## src/sv/swtq_pkg.sv

```systemverilog
package swtq_pkg;

    localparam int WAKE_W      = 64;
    localparam int ID_W        = 8;
    localparam int DELAY_W     = 32;
    localparam int RES_W       = 2;
    localparam int MAX_RESULTS = 16;
    localparam int POP_W       = $clog2(MAX_RESULTS);

    // result codes carried on the master tuser
    localparam logic [RES_W-1:0] RES_ACCEPTED = 2'd0;
    localparam logic [RES_W-1:0] RES_FULL     = 2'd1;
    localparam logic [RES_W-1:0] RES_WOKEN    = 2'd2;

    // item kinds carried on the slave tuser
    localparam logic KIND_TICK  = 1'b0;
    localparam logic KIND_SLEEP = 1'b1;

    typedef struct packed {
        logic              valid;
        logic [WAKE_W-1:0] wake;
        logic [ID_W-1:0]   id;
    } t_entry;

    typedef enum logic [1:0] {
        OP_HOLD,
        OP_INSERT,
        OP_POP
    } t_op;

    typedef enum logic [1:0] {
        ST_IDLE,
        ST_INSERT,
        ST_DRAIN
    } t_state;

endpackage

```

## src/sv/swtq_cell.sv

```systemverilog
module swtq_cell
    import swtq_pkg::*;
(
    input  logic   i_clk,
    input  logic   i_rst_n,
    input  t_op    i_op,
    input  t_entry i_new,
    input  t_entry i_left,
    input  t_entry i_right,
    input  logic   i_take_left,
    output logic   o_take,
    output t_entry o_entry
);

    logic              r_valid;
    logic [WAKE_W-1:0] r_wake;
    logic [ID_W-1:0]   r_id;
    t_entry            n_entry;
    logic              n_load;

    // cell belongs to the shifted tail when empty or strictly later than the newcomer
    assign o_take  = !r_valid || (r_wake > i_new.wake);
    assign o_entry = '{valid: r_valid, wake: r_wake, id: r_id};

    always_comb begin
        n_entry = o_entry;
        n_load  = 1'b0;
        case (i_op)
            OP_INSERT: begin
                if (o_take) begin
                    n_load  = 1'b1;
                    n_entry = i_take_left ? i_left : i_new;
                end
            end
            OP_POP: begin
                n_load  = 1'b1;
                n_entry = i_right;
            end
            default: begin
                n_load = 1'b0;
            end
        endcase
    end

    always_ff @(posedge i_clk) begin
        if (!i_rst_n) begin
            r_valid <= 1'b0;
        end else if (n_load) begin
            r_valid <= n_entry.valid;
        end
    end

    always_ff @(posedge i_clk) begin
        if (n_load) begin
            r_wake <= n_entry.wake;
            r_id   <= n_entry.id;
        end
    end

endmodule

```

## src/sv/sorted_wakeup_timer_queue.sv

```systemverilog
// Flow: a sleep request's beat is registered, then answered from ST_INSERT into the
//   output register; a tick's wakes leave from ST_DRAIN, one wake per cycle while the
//   output is free (up to 16 per tick); a tick with nobody due gives no beat.
// Input: one item at a time; no new beat is taken until the core is back in ST_IDLE.
//   The cell chain takes at most one step per cycle: one insert or one front pop.
// Reset: synchronous, active low; clears the tick count, the cell valid flags,
//   the state, the pop count and the output valid flag. No clearing pass.
module sorted_wakeup_timer_queue
    import swtq_pkg::*;
#(
    parameter int QUEUE_DEPTH = 16
) (
    input  logic        i_clk,
    input  logic        i_rst_n,
    input  logic        i_s_tvalid,
    output logic        o_s_tready,
    input  logic [39:0] i_s_tdata,   // [7:0] sleeper_id, [39:8] delay_ticks
    input  logic        i_s_tuser,   // [0] kind
    output logic        o_m_tvalid,
    input  logic        i_m_tready,
    output logic [71:0] o_m_tdata,   // [7:0] woken_id, [71:8] tick_now
    output logic [1:0]  o_m_tuser,   // [1:0] event_res
    output logic        o_m_tlast    // last_of_run
);

    t_state            r_state, n_state;
    logic [WAKE_W-1:0] r_tick;
    logic [WAKE_W-1:0] r_new_wake;
    logic [ID_W-1:0]   r_new_id;
    logic [POP_W-1:0]  r_pop_cnt;

    // output register: lets the core move on while a beat waits downstream
    logic              r_out_valid;
    logic [RES_W-1:0]  r_out_res;
    logic [ID_W-1:0]   r_out_id;
    logic [WAKE_W-1:0] r_out_tick;
    logic              r_out_last;

    // cell row; one extra always-empty slot feeds the tail on a pop
    t_entry            e_arr [0:QUEUE_DEPTH];
    logic              take_arr [0:QUEUE_DEPTH-1];
    t_entry            new_entry;

    t_op               c_op;
    logic              c_emit;
    logic [RES_W-1:0]  c_res;
    logic [ID_W-1:0]   c_id;
    logic              c_last;

    logic              s_acc;
    logic              out_free;
    logic              due0;
    logic              due1;
    logic              full;

    assign s_acc     = i_s_tvalid && o_s_tready;
    assign out_free  = !r_out_valid || i_m_tready;
    assign new_entry = '{valid: 1'b1, wake: r_new_wake, id: r_new_id};
    assign e_arr[QUEUE_DEPTH] = '0;

    genvar gi;
    generate
        for (gi = 0; gi < QUEUE_DEPTH; gi++) begin : g_cell
            logic take_left;
            if (gi == 0) begin : g_head
                assign take_left = 1'b0;
            end else begin : g_body
                assign take_left = take_arr[gi-1];
            end
            swtq_cell u_cell (
                .i_clk       (i_clk),
                .i_rst_n     (i_rst_n),
                .i_op        (c_op),
                .i_new       (new_entry),
                .i_left      ((gi == 0) ? new_entry : e_arr[(gi == 0) ? 0 : gi-1]),
                .i_right     (e_arr[gi+1]),
                .i_take_left (take_left),
                .o_take      (take_arr[gi]),
                .o_entry     (e_arr[gi])
            );
        end
    endgenerate

    // front of queue is due; second entry due and still within the per-tick budget
    assign due0 = e_arr[0].valid && (e_arr[0].wake <= r_tick);
    assign due1 = e_arr[1].valid && (e_arr[1].wake <= r_tick)
               && (r_pop_cnt != POP_W'(MAX_RESULTS - 1));
    assign full = e_arr[QUEUE_DEPTH-1].valid;

    // next state
    always_comb begin
        n_state = r_state;
        case (r_state)
            ST_IDLE: begin
                if (s_acc) begin
                    n_state = (i_s_tuser == KIND_SLEEP) ? ST_INSERT : ST_DRAIN;
                end
            end
            ST_INSERT: begin
                if (out_free) begin
                    n_state = ST_IDLE;
                end
            end
            ST_DRAIN: begin
                if (!due0 || (out_free && !due1)) begin
                    n_state = ST_IDLE;
                end
            end
            default: begin
                n_state = ST_IDLE;
            end
        endcase
    end

    // outputs of the sequencer
    always_comb begin
        c_op   = OP_HOLD;
        c_emit = 1'b0;
        c_res  = RES_ACCEPTED;
        c_id   = r_new_id;
        c_last = 1'b1;
        case (r_state)
            ST_INSERT: begin
                if (out_free) begin
                    c_emit = 1'b1;
                    c_res  = full ? RES_FULL : RES_ACCEPTED;
                    c_op   = full ? OP_HOLD : OP_INSERT;
                end
            end
            ST_DRAIN: begin
                if (due0 && out_free) begin
                    c_emit = 1'b1;
                    c_res  = RES_WOKEN;
                    c_id   = e_arr[0].id;
                    c_last = !due1;
                    c_op   = OP_POP;
                end
            end
            default: begin
                c_op = OP_HOLD;
            end
        endcase
    end

    // no beat is taken while reset is held
    assign o_s_tready = i_rst_n && (r_state == ST_IDLE);

    always_ff @(posedge i_clk) begin
        if (!i_rst_n) begin
            r_state     <= ST_IDLE;
            r_tick      <= '0;
            r_pop_cnt   <= '0;
            r_out_valid <= 1'b0;
        end else begin
            r_state <= n_state;
            if (s_acc && (i_s_tuser == KIND_TICK)) begin
                r_tick <= r_tick + WAKE_W'(1);
            end
            if (s_acc) begin
                r_pop_cnt <= '0;
            end else if (c_op == OP_POP) begin
                r_pop_cnt <= r_pop_cnt + POP_W'(1);
            end
            if (c_emit) begin
                r_out_valid <= 1'b1;
            end else if (i_m_tready) begin
                r_out_valid <= 1'b0;
            end
        end
    end

    always_ff @(posedge i_clk) begin
        if (s_acc) begin
            r_new_wake <= r_tick + WAKE_W'(i_s_tdata[39:8]);
            r_new_id   <= i_s_tdata[7:0];
        end
        if (c_emit) begin
            r_out_res  <= c_res;
            r_out_id   <= c_id;
            r_out_tick <= r_tick;
            r_out_last <= c_last;
        end
    end

    assign o_m_tvalid = r_out_valid;
    assign o_m_tdata  = {r_out_tick, r_out_id};
    assign o_m_tuser  = r_out_res;
    assign o_m_tlast  = r_out_last;

endmodule

```

## config.mk

```make
export PLATFORM = sky130hd
export DESIGN_NAME = sorted_wakeup_timer_queue
export DESIGN_NICKNAME = d
export VERILOG_FILES = /design/src/sv/swtq_pkg.sv /design/src/sv/swtq_cell.sv /design/src/sv/sorted_wakeup_timer_queue.sv
export SDC_FILE = /design/constraint.sdc
export NUM_CORES = 2
export LEC_CHECK = 0
export BUFFER_PORTS_ARGS = -buffer_cell sky130_fd_sc_hd__buf_2
export CORE_MARGIN = 3
export CORE_UTILIZATION = 46
export DETAILED_ROUTE_END_ITERATION = 8
export GPL_TIMING_DRIVEN = 0
export PLACE_DENSITY = 0.7
export SETUP_SLACK_MARGIN = 0.3
export SYNTH_ARGS = -nofsm -noshare
export SYNTH_HDL_FRONTEND = slang
export SYNTH_SLANG_ARGS = --single-unit
```

## constraint.sdc

```tcl
create_clock -name i_clk -period 12.6 [get_ports i_clk]
set_input_delay 2.52 -clock i_clk [delete_from_list [all_inputs] [get_ports i_clk]]
set_output_delay 2.52 -clock i_clk [all_outputs]
set_load 0.01 [all_outputs]
```

== After elaboration in Yosys (flattened, before gate mapping) ==
Index checks and enable logic that the tools add are counted.

* Output and inout port bits: 77
* Word-level logic and storage cells: 270
* Flip-flop bits (word level): 1,386
* Input bits: 45

* Bitwise logic cells: 2
* Add/sub/neg operators: 3
* Eq/ne operators: 24
* Order comparisons: 18
* Muxes and demuxes: 98
* Reduce and logical (&&, ||, !) cells: 67

{| class="wikitable"
|+ Operator list
! operator !! count
|-
| case mux 73 bit (2 select lines) || 16
|-
| two-way mux 73 bit || 31
|-
| greater-than comparator 64 bit || 16
|-
| less-or-equal comparator 64 bit || 2
|-
| adder 64 x 1 -> 64 bit (second input constant) || 1
|-
| adder 64 x 32 -> 64 bit || 1
|-
| AND reduction 3 bit || 17
|-
| case mux 1 bit (2 select lines) || 17
|-
| != test 2 x 1 -> 1 bit (second input constant) || 16
|-
| two-way mux 1 bit || 24
|-
| zero test 1 bit || 19
|-
| logical OR 1 bit || 18
|-
| two-way mux 8 bit || 2
|-
| two-way mux 2 bit || 5
|-
| logical AND 1 bit || 8
|-
| case mux 2 bit (2 select lines) || 2
|-
| != test 2 bit (second input constant) || 3
|-
| case mux 2 bit (3 select lines) || 1
|-
| adder 4 x 1 -> 4 bit (second input constant) || 1
|-
| equality test 2 x 1 -> 1 bit (second input constant) || 2
|-
| equality test 2 bit (second input constant) || 2
|-
| != test 4 bit (second input constant) || 1
|-
| nonzero test 2 bit || 2
|-
| zero test 2 bit || 1
|-
| other kinds (3) || 4
|}

== Logic depth before layout (Yosys ltp) ==
* Word-level depth: 8
* Mapped depth: 17
* Gate-level depth less buffers: 12

== By module ==
Synthesis repeated with hierarchy kept, for this count alone.

* Cells, all modules: 10,187
* Area total of the unflattened synthesis: 98,974.9 um2

{| class="wikitable"
|+ Modules (own cells, without submodules)
! module !! sequential area each (um2) !! area an instance (um2) !! instances !! cells each
|-
| swtq_cell || 2,182.1 || 5,361.4 || 16 || 557
|-
| sorted_wakeup_timer_queue || 5,835.6 || 13,192.7 || 1 || 1,275
|}

== Worst setup path after synthesis ==
Ideal clock, no wire load.

* Path type: input port to flip-flop
* From: in i_m_tready
* To: reg g_cell[0].u_cell.r_id[0], enable pin
* Slack: 3,382 ps
* Stages: 6
* Setup time: 602 ps
* Data required time: 11,998 ps
* Buffers on the path: 1
* Arrival: 8,615 ps
* Cells stage by stage: nand2b_1 -> nand2_1 -> nor3_1 -> nand2_1 -> clkbuf_1 -> o21ai_0

* Word-level cells in the longest chain between the ends: 7
* Elaborated cells between the ends (all ways): 11
* Classes of those cells: eq/ne: 3; mux: 4; reduce/logical: 4

{| class="wikitable"
|+ RTL lines
! what !! line !! source
|-
| start, declared || sorted_wakeup_timer_queue.sv:20 || <nowiki>input logic i_m_tready,</nowiki>
|-
| logical OR 1 bit (*) || sorted_wakeup_timer_queue.sv:57 || <nowiki>assign out_free = !r_out_valid || i_m_tready;</nowiki>
|-
| logical AND 1 bit || sorted_wakeup_timer_queue.sv:131 || <nowiki>if (due0 && out_free) begin</nowiki>
|-
| two-way mux 2 bit || sorted_wakeup_timer_queue.sv:131 ||
|-
| case mux 2 bit (2 select lines) (*) || sorted_wakeup_timer_queue.sv:122 || <nowiki>case (r_state)</nowiki>
|-
| equality test 2 bit or equality test 2 x 1 -> 1 bit (tied branches) || swtq_cell.sv:28 || <nowiki>case (i_op)</nowiki>
|-
| case mux 1 bit (2 select lines) (tied with other cells) || swtq_cell.sv:28 ||
|-
| AND reduction 3 bit (no source line) (*) || -- ||
|-
| end signal, assigned || swtq_cell.sv:56 || <nowiki>r_id <= n_entry.id;</nowiki>
|-
| end, declared || swtq_cell.sv:17 || <nowiki>logic [ID_W-1:0] r_id;</nowiki>
|}

Mark *: on every way between the ends. The rest lies on a longest branch, timed or not.
A chain may end at the register's enable or synchronous reset.

== Worst setup path in the final report ==
* From: reg r_new_wake[60]
* To: reg g_cell[3].u_cell.r_wake[20], enable pin

* Word-level cells in the longest chain between the ends: 5
* Elaborated cells between the ends (all ways): 6
* Classes of those cells: order compare: 1; eq/ne: 1; mux: 2; reduce/logical: 2

{| class="wikitable"
|+ RTL lines
! what !! line !! source
|-
| start, declared || sorted_wakeup_timer_queue.sv:28 || <nowiki>logic [WAKE_W-1:0] r_new_wake;</nowiki>
|-
| start signal, assigned || sorted_wakeup_timer_queue.sv:174 || <nowiki>r_new_wake <= r_tick + WAKE_W'(i_s_tdata[39:8]);</nowiki>
|-
| greater-than comparator 64 bit (*) || swtq_cell.sv:22 || <nowiki>assign o_take = !r_valid || (r_wake > i_new.wake);</nowiki>
|-
| logical OR 1 bit (*) || swtq_cell.sv:22 ||
|-
| two-way mux 1 bit || swtq_cell.sv:30 || <nowiki>if (o_take) begin</nowiki>
|-
| case mux 1 bit (2 select lines) || swtq_cell.sv:28 ||
|-
| AND reduction 3 bit (no source line) (*) || -- ||
|-
| end signal, assigned || swtq_cell.sv:55 || <nowiki>r_wake <= n_entry.wake;</nowiki>
|-
| end, declared || swtq_cell.sv:16 || <nowiki>logic [WAKE_W-1:0] r_wake;</nowiki>
|}

Marked as above.

==> impl_metrics.toml <==
[clock_network]
cts_sinks = 1386
clk_path_buf_depth = 3
cts_buffers = 162
clk_latency_ns = 0.88
postCtsSetupBuffers = 0
post_cts_hold_buffer_count = 0
cts_resized = 0
clockRootBuffer = "clkbuf_16"
cts_tree = "built"
htreeDepth = 4
clk_pin_slew_ns = 0.06

[detailed_routing]
wl_per_cell_um = 31.5
drt-initial-drc-count = 12100
num_vias = 78800
avgViaCountPerCell = 6.59
first_pass_iters = 7
drc = 0
routed_wl_um = 376000
ant_nets = 0

[global_route]
grt_pass1_wl_um = 532000
grt_usage = 0.356
overflow = 0
grt_pass1_vias = 75100
antenna_found_initial = 36
grt_max_degree = 51

[power]
sw_frac_of_total = 0.353
power_density_nw_per_um2 = 156
power.leakage_nw = 38.7
seqPwrFrac = 0.422
ir_worst_vdd_mv = 0.140
p_int_mw = 10.3
clkPwrFrac = 0.305
power_mw = 15.9
p_comb_frac = 0.272
p_switching_mw = 5.62

[hold_path]
whs_path_depth = 0
hold_path_class = "reg -> reg"

[floorplan]
fp.dieW_um = 453
core_area_sq_um = 198000
start_util = 0.464
core.rowCount = 163
die_area_sq_um = 205000
boundaryPins = 122
die_y_um = 453

[cells_and_area]
final_common_cell = "nand2_1"
layout.cells.non_filler = 12000
seq_area_sq_um = 40700
layout_common_cells = "nand2_1, edfxtp_1, o21ai_0"
fin_nets = 10300
multi_input_area_sq_um = 48600
drive_above_1_share = 0.0707
fill_cells = 17800
area_growth_pct = 11.4

[run_status]
status = "finished with violations"
violations = "max-capacitance violations, max-slew violations"

[synthesis]
synth.area.mux_share = 0.119
synth-edff-count = 1299
yosysWarnings = 0
synth_compound_area_frac = 0.131
synth_top_family_by_area = "adder cells"
ys_ff_latch = 1386
synthesis.area_sq_um = 91800
yosysSeqAreaShare = 0.444
syn_inst = 8824
synth_area_per_cell_sq_um = 10.4
synthAdderAreaFrac = 0.153
async_reset_ff_frac = 0
synth_xor_area_frac = 0.0107
synthSimpleGateAreaFrac = 0.112
synth_cell_types = 80
syn-num-nets = 9995
synthFlopType = "edfxtp_1"

[worst_setup_path]
r2r_cells = 15
critical_path_class = "reg -> reg"
worstPathMaxFanout = 43
crit_path_start = "r_new_wake[60]"
r2r_setup_slack_ns = 3.06
r2r_end = "g_cell[3].u_cell.r_wake[20]"
startpoint_type = "flip-flop"
cp.required_ns = 13.10
cp-end-kind = "flip-flop"
critPathCapture = "g_cell[3].u_cell.r_wake[20]"
timing.rr.start = "r_new_wake[60]"
crit_arrival_ns = 10.04

[placed_design]
place_inst = 11600
dp_slack_ns = 3.72
hpwl_um = 289000
io_buffer_count = 121
routabilityCongestion = 1.04

[sta]
rsz0062_at_grt = "no"
worst_slack_ns = 3.06
worst_pin_slew_ns = 1.57
setup_tns_ns = 0
fmax_mhz = 105
relSlewSlack = -0.0610
finalHoldViolations = 0
period_minus_slack_ns = 9.54
setup_viol = 0
fin_crit_sh = 0.757
slew_viol_final = 4
finalClockSkew_ns = 0.0893

[run]
cap_violations = 3
power by group through the flow:
stage                     Combinational [mW]  Sequential, mW  Clock, mW
after global placement                  3.81            7.04          0
after global routing                    4.65            6.75       5.03
after floorplan                         2.62            6.62          0
after detailed placement                4.17            6.77          0
after CTS                               4.19            6.68       4.86
final                                   4.34            6.72       4.86
cells in the mapped netlist, types with 11 or more instances:
| cell | n | share of area |
|---|---|---|
| a2111oi_0 | 29 | 0.0028 |
| a211oi_1 | 53 | 0.0043 |
| a21o_1 | 167 | 0.014 |
| a21oi_1 | 353 | 0.019 |
| a221oi_1 | 14 | 0.0013 |
| a31oi_1 | 13 | 0.00089 |
| and2_1 | 12 | 0.00082 |
| and3_1 | 32 | 0.0022 |
| and4_1 | 28 | 0.0027 |
| buf_1 | 52 | 0.0021 |
| buf_2 | 170 | 0.0093 |
| clkbuf_1 | 244 | 0.010 |
| dfxtp_1 | 87 | 0.019 |
| edfxtp_1 | 1299 | 0.42 |
| ha_1 | 1125 | 0.15 |
| inv_1 | 196 | 0.0080 |
| mux2i_1 | 1081 | 0.12 |
| nand2_1 | 1312 | 0.054 |
| nand2b_1 | 27 | 0.0018 |
| nand3_1 | 121 | 0.0066 |
| nand4_1 | 224 | 0.015 |
| nor2_1 | 305 | 0.012 |
| nor2b_1 | 50 | 0.0034 |
| nor3_1 | 97 | 0.0053 |
| nor4_1 | 31 | 0.0021 |
| o211ai_1 | 57 | 0.0047 |
| o21a_1 | 33 | 0.0027 |
| o21ai_0 | 1141 | 0.062 |
| o21ai_1 | 151 | 0.0082 |
| o21bai_1 | 13 | 0.0011 |
| or2_2 | 11 | 0.00075 |
| or3_1 | 28 | 0.0019 |
| or4_1 | 12 | 0.00098 |
| xnor2_1 | 103 | 0.0098 |
worst max-delay path: stages, from the launching register on:
cell and delay (ns):
edfxtp_1 0.59, clkbuf_1 0.61, inv_1 0.68, ha_1 0.53, nand4_1 0.10, nor2_1 0.87, nand4_1 0.83, nor3_1 1.27
o31a_1 0.52, nor3_1 0.26, a21oi_1 0.26, buf_2 0.81, buf_1 0.67, nand2_1 0.20, nand2_4 0.49, buf_16 0.31
sequential cells by signal, summed over array words and instances, names as in the netlist:
signal,count
o_m_tvalid,1
r_pop_cnt,4
g_cell.u_cell.r_wake,1024
r_out_tick,64
r_state,2
g_cell.u_cell.r_valid,16
r_out_id,8
g_cell.u_cell.r_id,128
o_m_tlast,1
r_new_wake,64
r_new_id,8
o_m_tuser,2
r_tick,64
metrics by stage:
stage,hold slack (ns),instance area (sq um),util
after floorplan,0.406,91800,-
after global placement,0.412,95800,0.484
after detailed placement,0.412,96900,0.490
after CTS,0.424,102000,0.517
after global routing,0.439,102000,0.517
final,0.432,102000,0.517
kinds of logic after synthesis:
family          Yosys count
mux                    1089
flops                  1386
fa+ha+maj              1126
buf+inv                 672
compound gates         2129
simple gates           2310
xor+xnor                112
per-layer routing:
| layer | track usage | wire [um] |
|---|---|---|
| met1 | 0.474 | 147000 |
| met2 | 0.512 | 155000 |
| met3 | 0.0983 | 46600 |
| met4 | 0.221 | 27300 |
| met5 | 0 | 71 |
how the worst min path moves through the flow:
stage                           endpoint  slack [ns]        from
after floorplan           r_out_tick[34]        0.41  r_tick[34]
after global placement    r_out_tick[36]        0.41  r_tick[36]
after detailed placement  r_out_tick[34]        0.41  r_tick[34]
after CTS                 r_out_tick[34]        0.42  r_tick[34]
after global routing      r_out_tick[34]        0.44  r_tick[34]
final                     r_out_tick[36]        0.43  r_tick[36]
cell type report:
class                      instances  area share
multi-input combinational       6766       0.475
sequential                      1386       0.398
clock buffer                     206      0.0423
tap                             2640      0.0323
buffer                           476      0.0201
timing repair buffer             170      0.0152
clock inverter                    93     0.00951
inverter                         196     0.00721
antenna                           25    0.000611
Note: power is estimated with default switching activity, not from simulation.
